==> src/sv/bml_pkg.sv <==
// Shared constants, types and coefficient tables of the Box-Muller normal generator.
`default_nettype none

package bml_pkg;

  // Default widths
  localparam int unsigned UNIFORM_BITS_DEF  = 32;
  localparam int unsigned OUT_FRAC_BITS_DEF = 13;

  // Output sample and stream widths
  localparam int unsigned OUT_W        = 17;
  localparam int unsigned OUT_TDATA_W  = ((2 * OUT_W + 7) / 8) * 8;
  localparam logic [16:0] OUT_MAX_POS  = 17'd65535;
  localparam logic [16:0] OUT_MAX_NEG  = 17'd65536;

  // Logarithm datapath
  localparam int unsigned LOG_FRAC     = 28;
  localparam int unsigned MANT_W       = LOG_FRAC + 1;
  localparam logic [28:0] TWO_LN2_Q28  = 29'd372130559;

  // Trigonometric datapath
  localparam int unsigned TRIG_FRAC    = 30;
  localparam int unsigned TRIG_W       = TRIG_FRAC + 1;
  localparam logic [30:0] TRIG_ONE     = 31'h4000_0000;
  localparam logic [31:0] PI_Q30       = 32'd3373259426;
  localparam int unsigned SIN_STEPS    = 5;
  localparam int unsigned COS_STEPS    = 6;
  localparam int unsigned SIN_DIV [SIN_STEPS] = '{110, 72, 42, 20, 6};
  localparam int unsigned COS_DIV [COS_STEPS] = '{132, 90, 56, 30, 12, 2};

  // Quadrant of the angle
  typedef enum logic [1:0] {
    QUAD_0 = 2'd0,
    QUAD_1 = 2'd1,
    QUAD_2 = 2'd2,
    QUAD_3 = 2'd3
  } quad_e;

  // Angle placement carried from the front cell to the trig end
  typedef struct packed {
    quad_e quad;
    logic  swap;
  } angle_sel_t;

  // Signed trig magnitudes waiting for the radius
  typedef struct packed {
    logic              cneg;
    logic              sneg;
    logic [TRIG_W-1:0] cm;
    logic [TRIG_W-1:0] sm;
  } trig_sel_t;

endpackage

`default_nettype wire

==> src/sv/bml_log_cell.sv <==
// One fraction bit of log2 of the mantissa by squaring.
`default_nettype none

module bml_log_cell #(
  parameter int unsigned IDX = 0,
  parameter int unsigned P_W = 5
) (
  input  logic                          clk_i,
  input  logic                          en_i,
  input  logic [bml_pkg::MANT_W-1:0]    m_i,
  input  logic [bml_pkg::LOG_FRAC-1:0]  f_i,
  input  logic [P_W-1:0]                p_i,
  output logic [bml_pkg::MANT_W-1:0]    m_o,
  output logic [bml_pkg::LOG_FRAC-1:0]  f_o,
  output logic [P_W-1:0]                p_o
);
  import bml_pkg::*;

  localparam logic [LOG_FRAC-1:0] FBIT = LOG_FRAC'(1) << (LOG_FRAC - 1 - IDX);

  logic [2*MANT_W-1:0] sq;
  logic [MANT_W:0]     sq_top;
  logic [MANT_W-1:0]   m_d;
  logic [LOG_FRAC-1:0] f_d;
  logic [MANT_W-1:0]   m_q;
  logic [LOG_FRAC-1:0] f_q;
  logic [P_W-1:0]      p_q;

  // Square, then halve and set the bit once the mantissa reaches two
  always_comb begin
    sq     = m_i * m_i;
    sq_top = sq[LOG_FRAC+MANT_W:LOG_FRAC];
    if (sq_top[MANT_W]) begin
      m_d = sq_top[MANT_W:1];
      f_d = f_i | FBIT;
    end else begin
      m_d = sq_top[MANT_W-1:0];
      f_d = f_i;
    end
  end

  always_ff @(posedge clk_i) begin
    if (en_i) begin
      m_q <= m_d;
      f_q <= f_d;
      p_q <= p_i;
    end
  end

  assign m_o = m_q;
  assign f_o = f_q;
  assign p_o = p_q;

endmodule

`default_nettype wire

==> config.mk <==
export PLATFORM = sky130hd
export DESIGN_NAME = bml_log_cell
export DESIGN_NICKNAME = d
export VERILOG_FILES = /design/src/sv/bml_pkg.sv /design/src/sv/bml_log_cell.sv
export SDC_FILE = /design/constraint.sdc
export NUM_CORES = 2
export LEC_CHECK = 0
export ABC_AREA = 1
export BUFFER_PORTS_ARGS = -buffer_cell sky130_fd_sc_hd__buf_2
export CAP_MARGIN = 40
export CORE_MARGIN = 5
export CORE_UTILIZATION = 50
export CTS_BUF_LIST = sky130_fd_sc_hd__clkbuf_8
export DETAILED_ROUTE_END_ITERATION = 7
export PLACE_DENSITY = 0.77
export SLEW_MARGIN = 20
export SYNTH_ARGS = -nofsm -noshare
export SYNTH_HDL_FRONTEND = slang
export SYNTH_SLANG_ARGS = --single-unit
==> constraint.sdc <==
create_clock -name clk_i -period 11.5 [get_ports clk_i]
set_input_delay 2.875 -clock clk_i [delete_from_list [all_inputs] [get_ports clk_i]]
set_output_delay 2.875 -clock clk_i [all_outputs]
set_load 0.02 [all_outputs]
==> impl_results.md <==
* Status: finished clean
* Ant. Diodes at 0
* Die X at 248.2 um
* Maximum fanout along the worst path at 29
* Total gr overflow at 0
* Post-CTS setup buffer count at 0
* Reg clk slew, reported paths at 0.07 ns
* Via/cell ratio at 4.821
* Post-synth EDFFs at slightly above 60
* Setup TNS at 0 ns
* Initial DRT Pass Iterations at 5
* Primary FF master, synth: edfxtp_1
* Filler Cell Count at about 5200
* Design area at 29840 um^2
* CP Capture Type: flop
* Slowest cell delay on critical path at 0.65 ns
* Slew of the pin with the lowest slew margin at approximately 0.88 ns
* Standard-cell rows at 87
* Setup violators final at 0
* Cells after Synth at 3585
* CORE AREA at ~56000 um^2
* Vias post-DR at approximately 21000
* Clk buf depth at 2
* Starting density of the core at 0.5040
* Vias in the first global route at 23140
* CP Launch Type: input port
* Worst EP arrival at 9.93 ns
* First-pass GRT wire length at 114900 um
* Fin util at 0.5303
* Average routed wire per standard cell at 15.54 um
* Detailed placement HPWL at 57710 um
* Syn Nets at 4555
* Final Net Count at between 4000 and 5000
* CTS buffer count at 9
* DRT iter0 DRCs at 1277
* WP data required at 11.59 ns
* Detail Route Antenna Nets at 0
* Mean Syn Cell Area at approximately 7.9 um^2
* Total Routing Usage GR at 0.2336
* Hold Fails Final Rpt at 0
* Synth cell types at 29
* Most frequent cells in the layout: 1235 x inv_1, 996 x nand2_1, 649 x fa_1
* Dpl cell area at 29600 um^2
* Initial antenna violation count at 0
* Layout Area Growth over Synthesis at 5.219%
* RSZ-0062 raised after global routing: false
* FMAX at 101.7 MHz
* Post-CTS sizing at 0
* Share of the clock period used by the worst path at 0.8552
* CTS tree: done
* Share of cells above drive strength 1 at 0.04725
* Cts hold-fix bufs at 0
* Largest net degree at the start of global routing at 63
* Die footprint at just over 60000 um^2
* Final worst path period need at 9.834 ns
* Commonest non-fill, non-tap cell in the layout: inv_1
* H-tree levels at 3
* GP Congestion at 0.9488
* Max-cap viol count at 0
* Die Height at 248.2 um
* Synth async-reset ratio at 0
* Synthesized cell area at approximately 28000 um^2
* Post-synthesis register bit count at 62
* Ports at 126
* Crit path buf inv count at 7
* Clk root buf: clkbuf_8
* DRC viols at 0
* Max_slew headroom at 0.4159
* Slowest CP cell: buf_2
* Synth warn at 0
* CP top delay family: adder cells
* Crit Path Category: in -> reg
* Final wirelength at 68320 um
* HP Class: in -> reg
* CP dominant cell by count: fa_1
* Post-synthesis sequential area ratio at 0.06564
* Clock sinks at 62
* Fin. max-slew vios at 0
* IO buf count at 125
==> state kept, by name (all words and copies together), names as in the netlist <==
register  count
f_o          28
m_o          29
p_o           5
==> cell usage after synthesis, types with 6 or more instances <==
master / count / area [um^2]
nand3_1: 56 / 280.3
nand4_1: 13 / 81.33
inv_1: 1233 / 4628
inv_2: 6 / 22.52
a21oi_1: 39 / 195.2
fa_1: 649 / 12990
edfxtp_1: 62 / 1862
clkbuf_1: 54 / 202.7
nor2_1: 102 / 382.9
xnor2_1: 13 / 113.9
nand2_1: 996 / 3739
xor2_1: 15 / 131.4
ha_1: 257 / 3216
buf_1: 32 / 120.1
nor3_1: 13 / 65.06
==> metrics by stage <==
step | worst slack (ns) | std cells | hold WS, ns
finish | 1.666 | 4396 | 2.702
CTS | 1.437 | 4394 | 2.686
global placement | 1.149 | 4379 | 3.052
detailed placement | 1.064 | 4379 | 3.053
global route | 1.116 | 4396 | 2.680
floorplan | 2.062 | 3585 | 2.974
==> logic make-up (layout without fill, tap and decap cells) <==
kind of cell	count (synthesis)	count (layout)	share of synthesized area
compound gates	53	53	0.01019
xor+xnor	28	28	0.008647
fa+ha+maj	906	906	0.5715
buf+inv	1332	1387	0.1775
flops	62	62	0.06564
simple gates	1204	1204	0.1666
==> layout make-up <==
cell class                 count  area [um^2]  area share
clock buffer                   9        123.9    0.004151
clock inverter                 6        80.08    0.002683
inverter                    1239         4651      0.1558
multi-input combinational   2191        21470      0.7193
sequential                    62         1862     0.06239
tap                          756        945.9     0.03170
timing repair buffer         133        713.2     0.02390
==> worst paths after layout <==
check                 slack, ns  startpoint      end  cells past startpoint
worst max-delay path       1.67     m_i[22]  m_o[25]                     27
worst min-delay path       2.70      f_i[6]   f_o[6]                      1
==> routing by layer <==
layer | GRT usage | up-vias | part of all wire
li1 | - | 10050 | -
met1 | 0.2975 | 10320 | 0.39
met2 | 0.4252 | 653 | 0.52
met3 | 0.02157 | 175 | 0.053
met4 | 0.06962 | 0 | 0.036
met5 | 0 | - | 0
Power is left out: the tool's default activity adds up to more than one toggle a clock period on the data nets, which glitch-free logic cannot reach.
