==> config.mk <==
export PLATFORM = sky130hd
export DESIGN_NAME = bml_horner_cell
export DESIGN_NICKNAME = d
export VERILOG_FILES = /design/src/sv/bml_pkg.sv /design/src/sv/bml_horner_cell.sv
export SDC_FILE = /design/constraint.sdc
export NUM_CORES = 2
export LEC_CHECK = 0
export ABC_AREA = 1
export BUFFER_PORTS_ARGS = -buffer_cell sky130_fd_sc_hd__buf_2
export CORE_UTILIZATION = 63
export CTS_CLUSTER_DIAMETER = 60
export DETAILED_ROUTE_END_ITERATION = 8
export HOLD_SLACK_MARGIN = 0.08
export PLACE_DENSITY_LB_ADDON = 0.1
export SLEW_MARGIN = 40
export SYNTH_ARGS = -nofsm -noshare
export SYNTH_HDL_FRONTEND = slang
export SYNTH_SLANG_ARGS = --single-unit
==> constraint.sdc <==
create_clock -name clk_i -period 9.6 [get_ports clk_i]
set_clock_uncertainty 0.15 [all_clocks]
set_input_delay 1.44 -clock clk_i [delete_from_list [all_inputs] [get_ports clk_i]]
set_output_delay 1.44 -clock clk_i [all_outputs]
set_load 0.05 [all_outputs]
==> src/sv/bml_pkg.sv <==
// Shared constants, types and coefficient tables of the Box-Muller normal generator.
`default_nettype none

package bml_pkg;

  // Default widths
  localparam int unsigned UNIFORM_BITS_DEF  = 32;
  localparam int unsigned OUT_FRAC_BITS_DEF = 13;

  // Output sample and stream widths
  localparam int unsigned OUT_W        = 17;
  localparam int unsigned OUT_TDATA_W  = ((2 * OUT_W + 7) / 8) * 8;
  localparam logic [16:0] OUT_MAX_POS  = 17'd65535;
  localparam logic [16:0] OUT_MAX_NEG  = 17'd65536;

  // Logarithm datapath
  localparam int unsigned LOG_FRAC     = 28;
  localparam int unsigned MANT_W       = LOG_FRAC + 1;
  localparam logic [28:0] TWO_LN2_Q28  = 29'd372130559;

  // Trigonometric datapath
  localparam int unsigned TRIG_FRAC    = 30;
  localparam int unsigned TRIG_W       = TRIG_FRAC + 1;
  localparam logic [30:0] TRIG_ONE     = 31'h4000_0000;
  localparam logic [31:0] PI_Q30       = 32'd3373259426;
  localparam int unsigned SIN_STEPS    = 5;
  localparam int unsigned COS_STEPS    = 6;
  localparam int unsigned SIN_DIV [SIN_STEPS] = '{110, 72, 42, 20, 6};
  localparam int unsigned COS_DIV [COS_STEPS] = '{132, 90, 56, 30, 12, 2};

  // Quadrant of the angle
  typedef enum logic [1:0] {
    QUAD_0 = 2'd0,
    QUAD_1 = 2'd1,
    QUAD_2 = 2'd2,
    QUAD_3 = 2'd3
  } quad_e;

  // Angle placement carried from the front cell to the trig end
  typedef struct packed {
    quad_e quad;
    logic  swap;
  } angle_sel_t;

  // Signed trig magnitudes waiting for the radius
  typedef struct packed {
    logic              cneg;
    logic              sneg;
    logic [TRIG_W-1:0] cm;
    logic [TRIG_W-1:0] sm;
  } trig_sel_t;

endpackage

`default_nettype wire

==> src/sv/bml_horner_cell.sv <==
// One Horner step h = 1 - (x2*h)/d over three registered stages.
`default_nettype none

module bml_horner_cell #(
  parameter int unsigned DIV = 2
) (
  input  logic                          clk_i,
  input  logic                          en_i,
  input  logic [bml_pkg::TRIG_FRAC-1:0] x2_i,
  input  logic [bml_pkg::TRIG_W-1:0]    h_i,
  output logic [bml_pkg::TRIG_FRAC-1:0] x2_o,
  output logic [bml_pkg::TRIG_W-1:0]    h_o
);
  import bml_pkg::*;

  localparam logic [31:0] RECIP = 32'((64'd1 << 32) / DIV);
  localparam logic [7:0]  DIV_C = 8'(DIV);

  logic [TRIG_FRAC+TRIG_W-1:0] prod;
  logic [61:0]                 qprod;
  logic [37:0]                 qd;
  logic [37:0]                 rem;
  logic [TRIG_FRAC-1:0]        qc;
  logic [TRIG_FRAC-1:0]        y_q, yb_q, q0_q;
  logic [TRIG_FRAC-1:0]        x2a_q, x2b_q, x2c_q;
  logic [TRIG_W-1:0]           h_q;

  // Product with the running term, then quotient estimate by reciprocal
  assign prod  = x2_i * h_i;
  assign qprod = y_q * RECIP;

  // Correct the estimate by one where the remainder reaches the divisor
  always_comb begin
    qd  = q0_q * DIV_C;
    rem = {8'd0, yb_q} - qd;
    qc  = q0_q + TRIG_FRAC'(rem >= 38'(DIV_C));
  end

  always_ff @(posedge clk_i) begin
    if (en_i) begin
      y_q   <= prod[2*TRIG_FRAC-1:TRIG_FRAC];
      x2a_q <= x2_i;
      q0_q  <= qprod[61:32];
      yb_q  <= y_q;
      x2b_q <= x2a_q;
      h_q   <= TRIG_ONE - {1'b0, qc};
      x2c_q <= x2b_q;
    end
  end

  assign x2_o = x2c_q;
  assign h_o  = h_q;

endmodule

`default_nettype wire

==> results.md <==
* Status: complete, no violations
* Register Area at 5375 um2
* Slew Limit Headroom at 0.3773
* Post-Syn Nets at 5947
* First-pass iteration count of the detailed router at 5
* FF+latch count, synth at between 150 and 200
* PortBufs at between 100 and 150
* Clock sink count at 179
* Worst-path clk slew at approximately 0.09 ns
* Post-Synthesis Cells at 4807
* Inserted Diodes at 0
* Synth warnings at 0
* Post-Place Worst Slack at about 0.95 ns
* Placer Congestion at 0.9405
* Cell taking the most area after synthesis: fa_1
* CTS root buffer: clkbuf_16
* Initial core utilization at 0.6428
* Largest net degree at the start of global routing at roughly 110
* Syn avg cell area at a little over 8 um2
* Initial antenna violation count at 1
* DR iter-0 viols at ~2400
* Area taken by multi-input logic gates at between 20000 and 30000 um2
* Met1 usage at 0.4744
* GRT Overall Usage at 0.3450
* Share of flip-flops with an asynchronous set or reset at 0
* Routed Antenna Nets at 0
* Skew-Pair Late Insertion Delay at approximately 0.5 ns
* Post-layout net count at 5926
* Post-Route WL at ~100000 um
* Final WS setup at ~1.4 ns
* Most frequent cells in the layout: inv_1, nand2_1, fa_1
* Cell area after layout at approximately 41000 um2
* CP Data Required Time at 9.70 ns
* DIE WIDTH at between 200 and 300 um
* GRT Max-Usage Layer: met2
* First-pass GRT wire length at around 170000 um
* Inserted Clock Buffers at 17
* Seq/Total Area, Yosys at 0.1375
* Placed cell area at about 40000 um2
* Number of global-route vias before repair at roughly 31000
* CP arrival at just over 8 ns
* Crit path launch type: input port
* Post-layout min period at between 8 and 9 ns
* Worst-Margin Slew at approximately 0.93 ns
* Fin. max-slew vios at 0
* Final setup TNS at 0 ns
* Path category of the worst min-delay check: flip-flop to flip-flop
* Post-synth EDFFs at around 180
* Routing usage on met3 at 0.07507
* Yosys cell types at 38
* HPWL Detailed at ~81000 um
* Fillcell total at between 5000 and 6000
* Top-area cell type share of the netlist area at 0.4128
* Crit share post-route at 0.8560
* Area contributors post-synth: fa_1, inv_1, edfxtp_1, nand2_1, ha_1
* Most common cell after layout, fill and taps aside: inv_1
* CTS max path bufs at 2
* Share of layout cells above drive strength 1 at 0.04668
* Met2 GRT Util at 0.5558
* Setup violators final at 0
* I/O pin cnt at 124
* Max Freq at around 0.12 GHz
* Setup CP Type: input port to flip-flop
* Mean routed wirelength per cell at around 18 um
* Remaining DRCs at 0
* CTS tree: yes
* Hold buffer count at CTS at 0
* H-tree levels at 4
* Grt ovf at 0
* Maximum Capacitance Violations at 0
* Core area at around 60000 um2
* Setup bufs post-CTS at 0
* Vias at around 29000
* Main flop type after synthesis: edfxtp_1
* Die area at around 63000 um2
* CTS resizes at 0
* Max FO, Critical Path at 28
* Num rows at 90
* Final Hold Fails at 0
* CP Capture Type: flip-flop
* Hold Slack at ~0.26 ns
* Chip height at 251.1 um
* Layout area overhead at 4.449%
* Vias per inst at 5.278
* RSZ-0062 raised after global routing: no
* Post-Syn Area at slightly below 40000 um2
==> path summary, 6_finish.rpt <==
| check | cells after the start | to | slack (ns) | start |
|---|---|---|---|---|
| setup / recovery | 20 | y_q[2] | 1.38 | x2_i[6] |
| hold / removal | 0 | x2b_q[3] | 0.26 | x2a_q[3] |
| setup reg to reg | 10 | h_o[29] | 7.17 | yb_q[4] |
| hold reg to reg | 0 | x2b_q[3] | 0.26 | x2a_q[3] |
==> logic make-up (layout without fill, tap and decap cells) <==
| logic type | count (synthesis) | after routing | share of synthesized area |
|---|---|---|---|
| AO/OA/AOI/OAI | 225 | 225 | 0.03137 |
| AND/OR/NAND/NOR | 1536 | 1536 | 0.1548 |
| buffers and inverters | 1752 | 1744 | 0.1682 |
| flip-flops | 179 | 179 | 0.1375 |
| adder cells (fa/ha/maj) | 1077 | 1077 | 0.4995 |
| XOR/XNOR | 38 | 38 | 0.008514 |
==> synth_stat cells (14+ instances only) <==
cell type and number:
a21oi_1 113, clkbuf_1 178, edfxtp_1 179, fa_1 806
ha_1 271, inv_1 1551, inv_2 16, nand2_1 1265
nand3_1 68, nand4_1 17, nor2_1 138, o21ai_0 57
o21ai_1 17, o21bai_1 14, xor2_1 28
==> layout make-up <==
cell class,instances,share of cell area
repair buffers,143,0.01995
inverters,1569,0.1442
multi-input cells,2876,0.6647
clock buffers,18,0.01051
flip-flops and latches,179,0.1317
clock inverters,14,0.004995
well taps,782,0.02396
==> metal layers <==
layer,vias to the layer above,wire length (um)
met4,2,2478
met2,1212,47720
met3,165,9742
li1,13490,-
met5,-,13
met1,14590,41940
==> critical path: stages <==
cell and delay [ns]:
buf_2 0.63, nand2_1 0.20, fa_1 0.55, fa_1 0.53, fa_1 0.55, fa_1 0.52
inv_1 0.05, fa_1 0.56, fa_1 0.43, fa_1 0.54, inv_1 0.06, fa_1 0.48
inv_1 0.04, ha_1 0.29, a21oi_1 0.33, o21ai_0 0.25, a21oi_1 0.32, o21ai_1 0.14
a21oi_1 0.22, xnor2_1 0.13
==> stage by stage <==
stage,cells,util
final,5581,0.6714
after global routing,5581,0.6714
after CTS,5580,0.6707
after detailed placement,5548,0.6603
after global placement,5548,0.6602
after floorplan,4807,-
==> sequential cells by signal (all words and copies together) (netlist names) <==
name	flops
y_q	29
x2_o	30
x2b_q	30
yb_q	29
h_o	31
x2a_q	30
Power is left out: the tool's default activity adds up to more than one toggle a clock period on the data nets, which glitch-free logic cannot reach.
