`config.mk`:
```
export PLATFORM = sky130hd
export DESIGN_NAME = bml_sqrt_cell
export DESIGN_NICKNAME = d
export VERILOG_FILES = /design/src/sv/bml_sqrt_cell.sv
export SDC_FILE = /design/constraint.sdc
export NUM_CORES = 1
export LEC_CHECK = 0
export BUFFER_PORTS_ARGS = -buffer_cell sky130_fd_sc_hd__buf_2
export CAP_MARGIN = 25
export CORE_MARGIN = 2
export CORE_UTILIZATION = 30
export DETAILED_ROUTE_END_ITERATION = 8
export HOLD_SLACK_MARGIN = 0.02
export MAX_ROUTING_LAYER = met4
export PLACE_DENSITY_LB_ADDON = 0.08
export SYNTH_ARGS = -nofsm -noshare
export SYNTH_HDL_FRONTEND = slang
export SYNTH_SLANG_ARGS = --single-unit
```
`constraint.sdc`:
```
create_clock -name clk_i -period 6.6 [get_ports clk_i]
set_clock_uncertainty 0.05 [all_clocks]
set_input_delay 0.66 -clock clk_i [delete_from_list [all_inputs] [get_ports clk_i]]
set_output_delay 0.66 -clock clk_i [all_outputs]
set_load 0.02 [all_outputs]
```
`src/sv/bml_sqrt_cell.sv`:
```
// One result bit of the integer square root.
`default_nettype none

module bml_sqrt_cell #(
  parameter int unsigned V_W     = 63,
  parameter int unsigned BIT_POS = 0
) (
  input  logic           clk_i,
  input  logic           en_i,
  input  logic [V_W-1:0] v_i,
  input  logic [V_W-1:0] r_i,
  output logic [V_W-1:0] v_o,
  output logic [V_W-1:0] r_o
);

  localparam logic [V_W-1:0] BIT = V_W'(1) << BIT_POS;

  logic [V_W:0]   sum;
  logic           take;
  logic [V_W-1:0] v_d, r_d, v_q, r_q;

  // Subtract the trial value where it fits and fold the bit into the root
  always_comb begin
    sum  = {1'b0, r_i} + {1'b0, BIT};
    take = ({1'b0, v_i} >= sum);
    if (take) begin
      v_d = v_i - sum[V_W-1:0];
      r_d = (r_i >> 1) + BIT;
    end else begin
      v_d = v_i;
      r_d = r_i >> 1;
    end
  end

  always_ff @(posedge clk_i) begin
    if (en_i) begin
      v_q <= v_d;
      r_q <= r_d;
    end
  end

  assign v_o = v_q;
  assign r_o = r_q;

endmodule

`default_nettype wire
```
==> impl_metrics.tcl, run 1 <==
set metrics [dict create \
    outcome "completed" \
    die_h_um 195 \
    initial_core_util_pct 30.2 \
    hold_viol_final 0 \
    cellPowerDensity_nw_per_um2 211 \
    rsz0062_at_grt "no" \
    cp.required_ns 6.75 \
    port_buffers 253 \
    areaGrowthSynthToFinish_pct 22.1 \
    hpwlAfterDp_um 35800 \
    finalSetupViolations 0 \
    cp_top_family "simple AND/OR/NAND/NOR gates" \
    wl_per_cell_um 22.2 \
    hold_start "v_i[17]" \
    grt_pass1_wl_um 65300 \
    ys_types 80 \
    period_share_pct 92.5 \
    p_leak_nw 5.31 \
    multi_input_area_um2 6760 \
    cp-start-kind "input port" \
    maxCapViolCount 0 \
    intPower_mw 1.82 \
    io_pins 254 \
    drive_gt1_share_pct 23.7 \
    combPwrFrac_pct 32.0 \
    tightest_slew_ns 0.983 \
    vdd_drop_max_mv 0.188 \
    core_area_um2 36300 \
    clock-sinks 126 \
    hold_path_class "input port to flop" \
    path_buf_inv 2 \
    instances_no_fill 1986 \
    startpoint "r_i[2]" \
    vias_per_cell 5.29 \
    seq_area_um2 3780 \
    cts_tree "done" \
    cts_buffer_depth 2 \
    slew_headroom_pct 34.2 \
    maxSlewViolCount 0 \
    path_cells "buf_2 -> ha_1 -> nand3_1 -> or3_1 -> or3_1 -> nor2_1 -> nand2_1 -> nor2_1 -> nand3_1 -> xor2_1 -> ha_1 -> a21o_1 -> a21o_1 -> a21oi_1 -> o21ai_0 -> nand3_1 -> a41o_1 -> a21o_4 -> buf_4 -> nor3_1 -> a221o_1" \
    nFillCells 3863 \
    grt_use_total_pct 23.8 \
    path_class "input port to flop" \
    synthArstFlopShare_pct 0 \
    switching_share_pct 35.5 \
    yosys_warnings 0 \
    cts-buffers-inserted 17 \
    vias 10500 \
    setup_tns_ns 0 \
    gp_congestion 0.937 \
    syn_inst 1259 \
    ys.flop_type "edfxtp_1" \
    critPathArrivalTime_ns 6.25 \
    clock-root-buffer "clkbuf_16" \
    ys_seq_area_share_pct 34.5 \
    drtIter0Drc 736 \
    synth-seq-cells 126 \
    p_seq_share_pct 36.2 \
    antenna_found_initial 3 \
    mostFrequentLayoutCell "buf_2" \
    grt_pass1_vias 10425 \
    crit_path_max_incr_delay_ns 0.57 \
    rows 70 \
    synth_edf_count 126 \
    path_max_fanout 51 \
    cts_setup_buffers 0 \
    synth_top_area_share_pct 34.5 \
    die-area_um2 38100 \
    power.switching_mw 1.01 \
    grt_max_degree 70 \
    period_minus_slack_ns 6.10 \
    clk_pin_slew_ns 0.06 \
    gr-total-overflow 0 \
    synth_nets 1453 \
    synth_area_leaders "edfxtp_1 34%, ha_1 7.4%, xnor2_1 7.1%" \
    synth_area_um2 11000 \
    h-tree-depth 4 \
    cts_resized 0 \
    layout_common_cells "252 x buf_2, 185 x nand2_1, 126 x edfxtp_1" \
    placed_cells 1951 \
    final_nets 1696 \
    end_kind "flop" \
    pwr-share-clk_pct 31.8 \
    syn_area_per_cell_um2 8.71 \
    crit_top_cell "nand3_1" \
    ant_nets 0 \
    fmax_mhz 164 \
    holdBufCountCts 0 \
    die_x_um 195 \
    slowest_stage "a21o_4" \
    routed_wl_um 44200 \
    route.detailed.drc 0 \
    first_pass_iters 7 \
    synth_area_leader_cell "edfxtp_1" \
]
-- metal layers --
metal | global-route usage (%) | up-vias | share of wire (%)
met5 | - | - | 0
met4 | 7.01 | 0 | 2.0
met3 | 3.68 | 43 | 5.0
met2 | 36.3 | 313 | 45
met1 | 32.5 | 5027 | 48
li1 | - | 5117 | -
-- final timing paths --
path	endpoint	slack (ns)	cells past startpoint
max	v_o[56]$_DFFE_PP_	0.50	21
min	v_o[17]$_DFFE_PP_	0.47	3
-- cells in the mapped netlist, types with 25 or more instances --
| cell | n |
|---|---|
| ha_1 | 65 |
| xor2_1 | 82 |
| clkbuf_1 | 44 |
| nor3_1 | 41 |
| nand2_1 | 185 |
| a21o_1 | 36 |
| a21oi_1 | 66 |
| xnor2_1 | 89 |
| o21ai_0 | 85 |
| edfxtp_1 | 126 |
| nand3_1 | 51 |
| nor2_1 | 69 |
| nand4_1 | 52 |
| inv_1 | 25 |
-- stage by stage --
| step | total power [mW] | setup slack (ns) | util, % | hold slack [ns] | instance area (µm²) |
|---|---|---|---|---|---|
| after detailed placement | 1.94 | 0.112 | 35.4 | 0.913 | 12900 |
| after global placement | 1.95 | 0.152 | 35.4 | 0.917 | 12900 |
| after global routing | 2.97 | 0.0832 | 36.8 | 0.452 | 13400 |
| after floorplan | 1.61 | 1.33 | - | 0.722 | 11000 |
| after CTS | 2.85 | 0.561 | 36.8 | 0.454 | 13400 |
| final | 2.83 | 0.496 | 36.8 | 0.469 | 13400 |
-- power by group through the flow --
stage          Clock, mW  Sequential (mW)  Combinational [mW]
2_1_floorplan          0             1.15               0.455
3_3_place_gp           0             1.04               0.905
3_5_place_dp           0             1.04               0.902
4_1_cts            0.917             1.03               0.907
5_1_grt            0.945             1.03               0.992
6_report           0.900             1.02               0.906
-- tightest hold or removal path, cell delays in order --
cell and delay (ns):
buf_2 0.10, nand2_1 0.05, nand2_1 0.05
-- layout make-up --
cell class	count	area share, %
well taps	468	4.37
inverters	26	0.729
repair buffers	297	12.1
diodes	3	0.0561
clock inverters	12	0.729
flip-flops and latches	126	28.3
multi-input cells	1034	50.5
clock buffers	20	3.26
-- flip-flops by register name, indices dropped and copies added, names as in the netlist --
register,count
r_o,63
v_o,63
-- cells by family (layout without fill, tap and decap cells) --
family | after synthesis | after routing | synth area share, %
muxes | 4 | 4 | 0.388
other | 0 | 3 | 0
AOI/OAI and AO/OA | 290 | 290 | 16.8
DFF | 126 | 126 | 34.5
and+or+nand+nor | 503 | 503 | 23.0
adders and majority gates | 66 | 66 | 7.60
xor gates and xnor gates | 171 | 171 | 13.7
buffers and inverters | 99 | 355 | 3.98
(Power assumes the default switching activity.)
==> run 2, diff against run 1 <==
Settings changed: PLACE_DENSITY set to 0.62, PLACE_DENSITY_LB_ADDON 0.08 to not set.
==> run 2 against run 1 <==
Net effect: wire length shrank 0.87%; die area is the same; clock power grew 16%; sequential share of layout area grew 0.14 points; combinational power is essentially flat; global-route usage shrank 0.38 points; setup slack gained 0.21 ns.
==> impl_metrics.tcl, run 2 (same netlist as run 1, synthesis figures left out) <==
set metrics [dict create \
    path_max_fanout 54 \
    setup_slack_ns 0.711 \
    mostFrequentLayoutCell "buf_2" \
    die_x_um 195 \
    dr_wl_met2_um 19900 \
    maxCapViolCount 0 \
    cts_resized 0 \
    path_class "input port to flop" \
    first_pass_iters 5 \
    gr-total-overflow 0 \
    vias_per_cell 5.42 \
    route.detailed.drc 0 \
    wl_per_cell_um 22.3 \
    grt_use_total_pct 23.4 \
    finalSetupViolations 0 \
    period_share_pct 89.2 \
    rsz0062_at_grt "no" \
    io_pins 254 \
    cts_tree "done" \
    die-area_um2 38100 \
    final_util_pct 36.7 \
    routed_wl_um 43800 \
    end_kind "flop" \
    critPathArrivalTime_ns 6.03 \
    cts_buffer_depth 2 \
    cp.required_ns 6.74 \
    port_buffers 253 \
    initial_core_util_pct 30.2 \
    antenna_found_initial 10 \
    clock-root-buffer "clkbuf_16" \
    wl_met3_um 2590 \
    layout_common_cells "252 x buf_2, 185 x nand2_1, 126 x edfxtp_1" \
    period_minus_slack_ns 5.89 \
    p_leak_nw 5.25 \
    topRoutingLayerUsed "met4" \
    grt_pass1_vias 10243 \
    drtIter0Drc 991 \
    cts-buffers-inserted 17 \
    grt_max_degree 65 \
    holdBufCountCts 0 \
    h-tree-depth 4 \
    cts_setup_buffers 0 \
    drive_gt1_share_pct 22.6 \
    rows 70 \
    setup_tns_ns 0 \
    clk_pin_slew_ns 0.08 \
    slew_headroom_pct 35.2 \
    timing.hold.ws_ns 0.456 \
    vdd_drop_max_mv 0.183 \
    fmax_mhz 170 \
    core_area_um2 36300 \
    hold_viol_final 0 \
    die_h_um 195 \
    hold_path_class "input port to flop" \
    areaGrowthSynthToFinish_pct 21.5 \
    tightest_slew_ns 0.969 \
    nFillCells 3766 \
    hpwlAfterDp_um 35500 \
    cellPowerDensity_nw_per_um2 223 \
    clock-sinks 126 \
    dpl_worst_slack_ns 0.376 \
    grt_pass1_wl_um 64100 \
    gp_congestion 1.00 \
    ant_nets 0 \
    drt-met1-wl_um 20100 \
    cp-start-kind "input port" \
    vias 10653 \
    final_nets 1669 \
    outcome "completed" \
    maxSlewViolCount 0 \
]
## run 2: cell types whose count changed in the layout (fill, tap and decap cells not counted), sizes merged
cell | previous run | this run
buf | 297 | 270
clkinvlp | 6 | 2
clkbuf | 20 | 17
inv | 26 | 36
diode | 3 | 10
clkinv | 5 | 0
bufinv | 1 | 3
## run 2: final timing paths
| check | from | endpoint | slack [ns] | cells past startpoint |
|---|---|---|---|---|
| worst min-delay path | v_i[17] | v_o[17]$_DFFE_PP_ | 0.46 | 3 |
| worst max-delay path | r_i[2] | v_o[22]$_DFFE_PP_ | 0.71 | 21 |
## run 2: per-stage QoR
step	cells	instance area, µm²	total power, mW
after floorplan	1259	11000	1.61
after global placement	1924	12700	1.93
after detailed placement	1924	12700	1.93
after CTS	1956	13300	2.99
after global routing	1966	13300	3.10
final	1966	13300	2.97
## run 2: power by group
group	switching, mW	internal, mW
Clock	0.434	0.609
Sequential	0.0286	0.995
Combinational	0.591	0.314
Total	1.05	1.92
## run 2: critical path, stage by stage
cell and delay, ns:
buf_2 0.14, ha_1 0.22, nand3_1 0.18, or3_1 0.41
or3_1 0.51, nor2_1 0.42, nand2_1 0.17, nor2_1 0.24
nand2_1 0.11, xor2_1 0.33, ha_1 0.40, a21oi_1 0.18
o21ai_1 0.10, a31o_2 0.27, nand2b_1 0.07, a31oi_1 0.09
a211oi_1 0.51, a21o_4 0.39, buf_12 0.21, buf_12 0.22
o21ai_0 0.16
## run 2: area by class of cell
type | instances | area [µm²] | share of cell area [%]
Clock inverter | 15 | 198 | 1.48
Tap cell | 468 | 586 | 4.39
Inverter | 26 | 97.6 | 0.732
Timing Repair Buffer | 270 | 1460 | 10.9
Multi-Input combinational cell | 1034 | 6750 | 50.7
Antenna cell | 10 | 25.0 | 0.188
Sequential cell | 126 | 3780 | 28.4
Clock buffer | 17 | 425 | 3.19
## run 2: layer usage
| layer | global-route usage [%] | vias up |
|---|---|---|
| met1 | 31.2 | 5065 |
| li1 | - | 5079 |
| met2 | 35.7 | 441 |
| met5 | - | - |
| met4 | 9.78 | 0 |
| met3 | 3.13 | 68 |
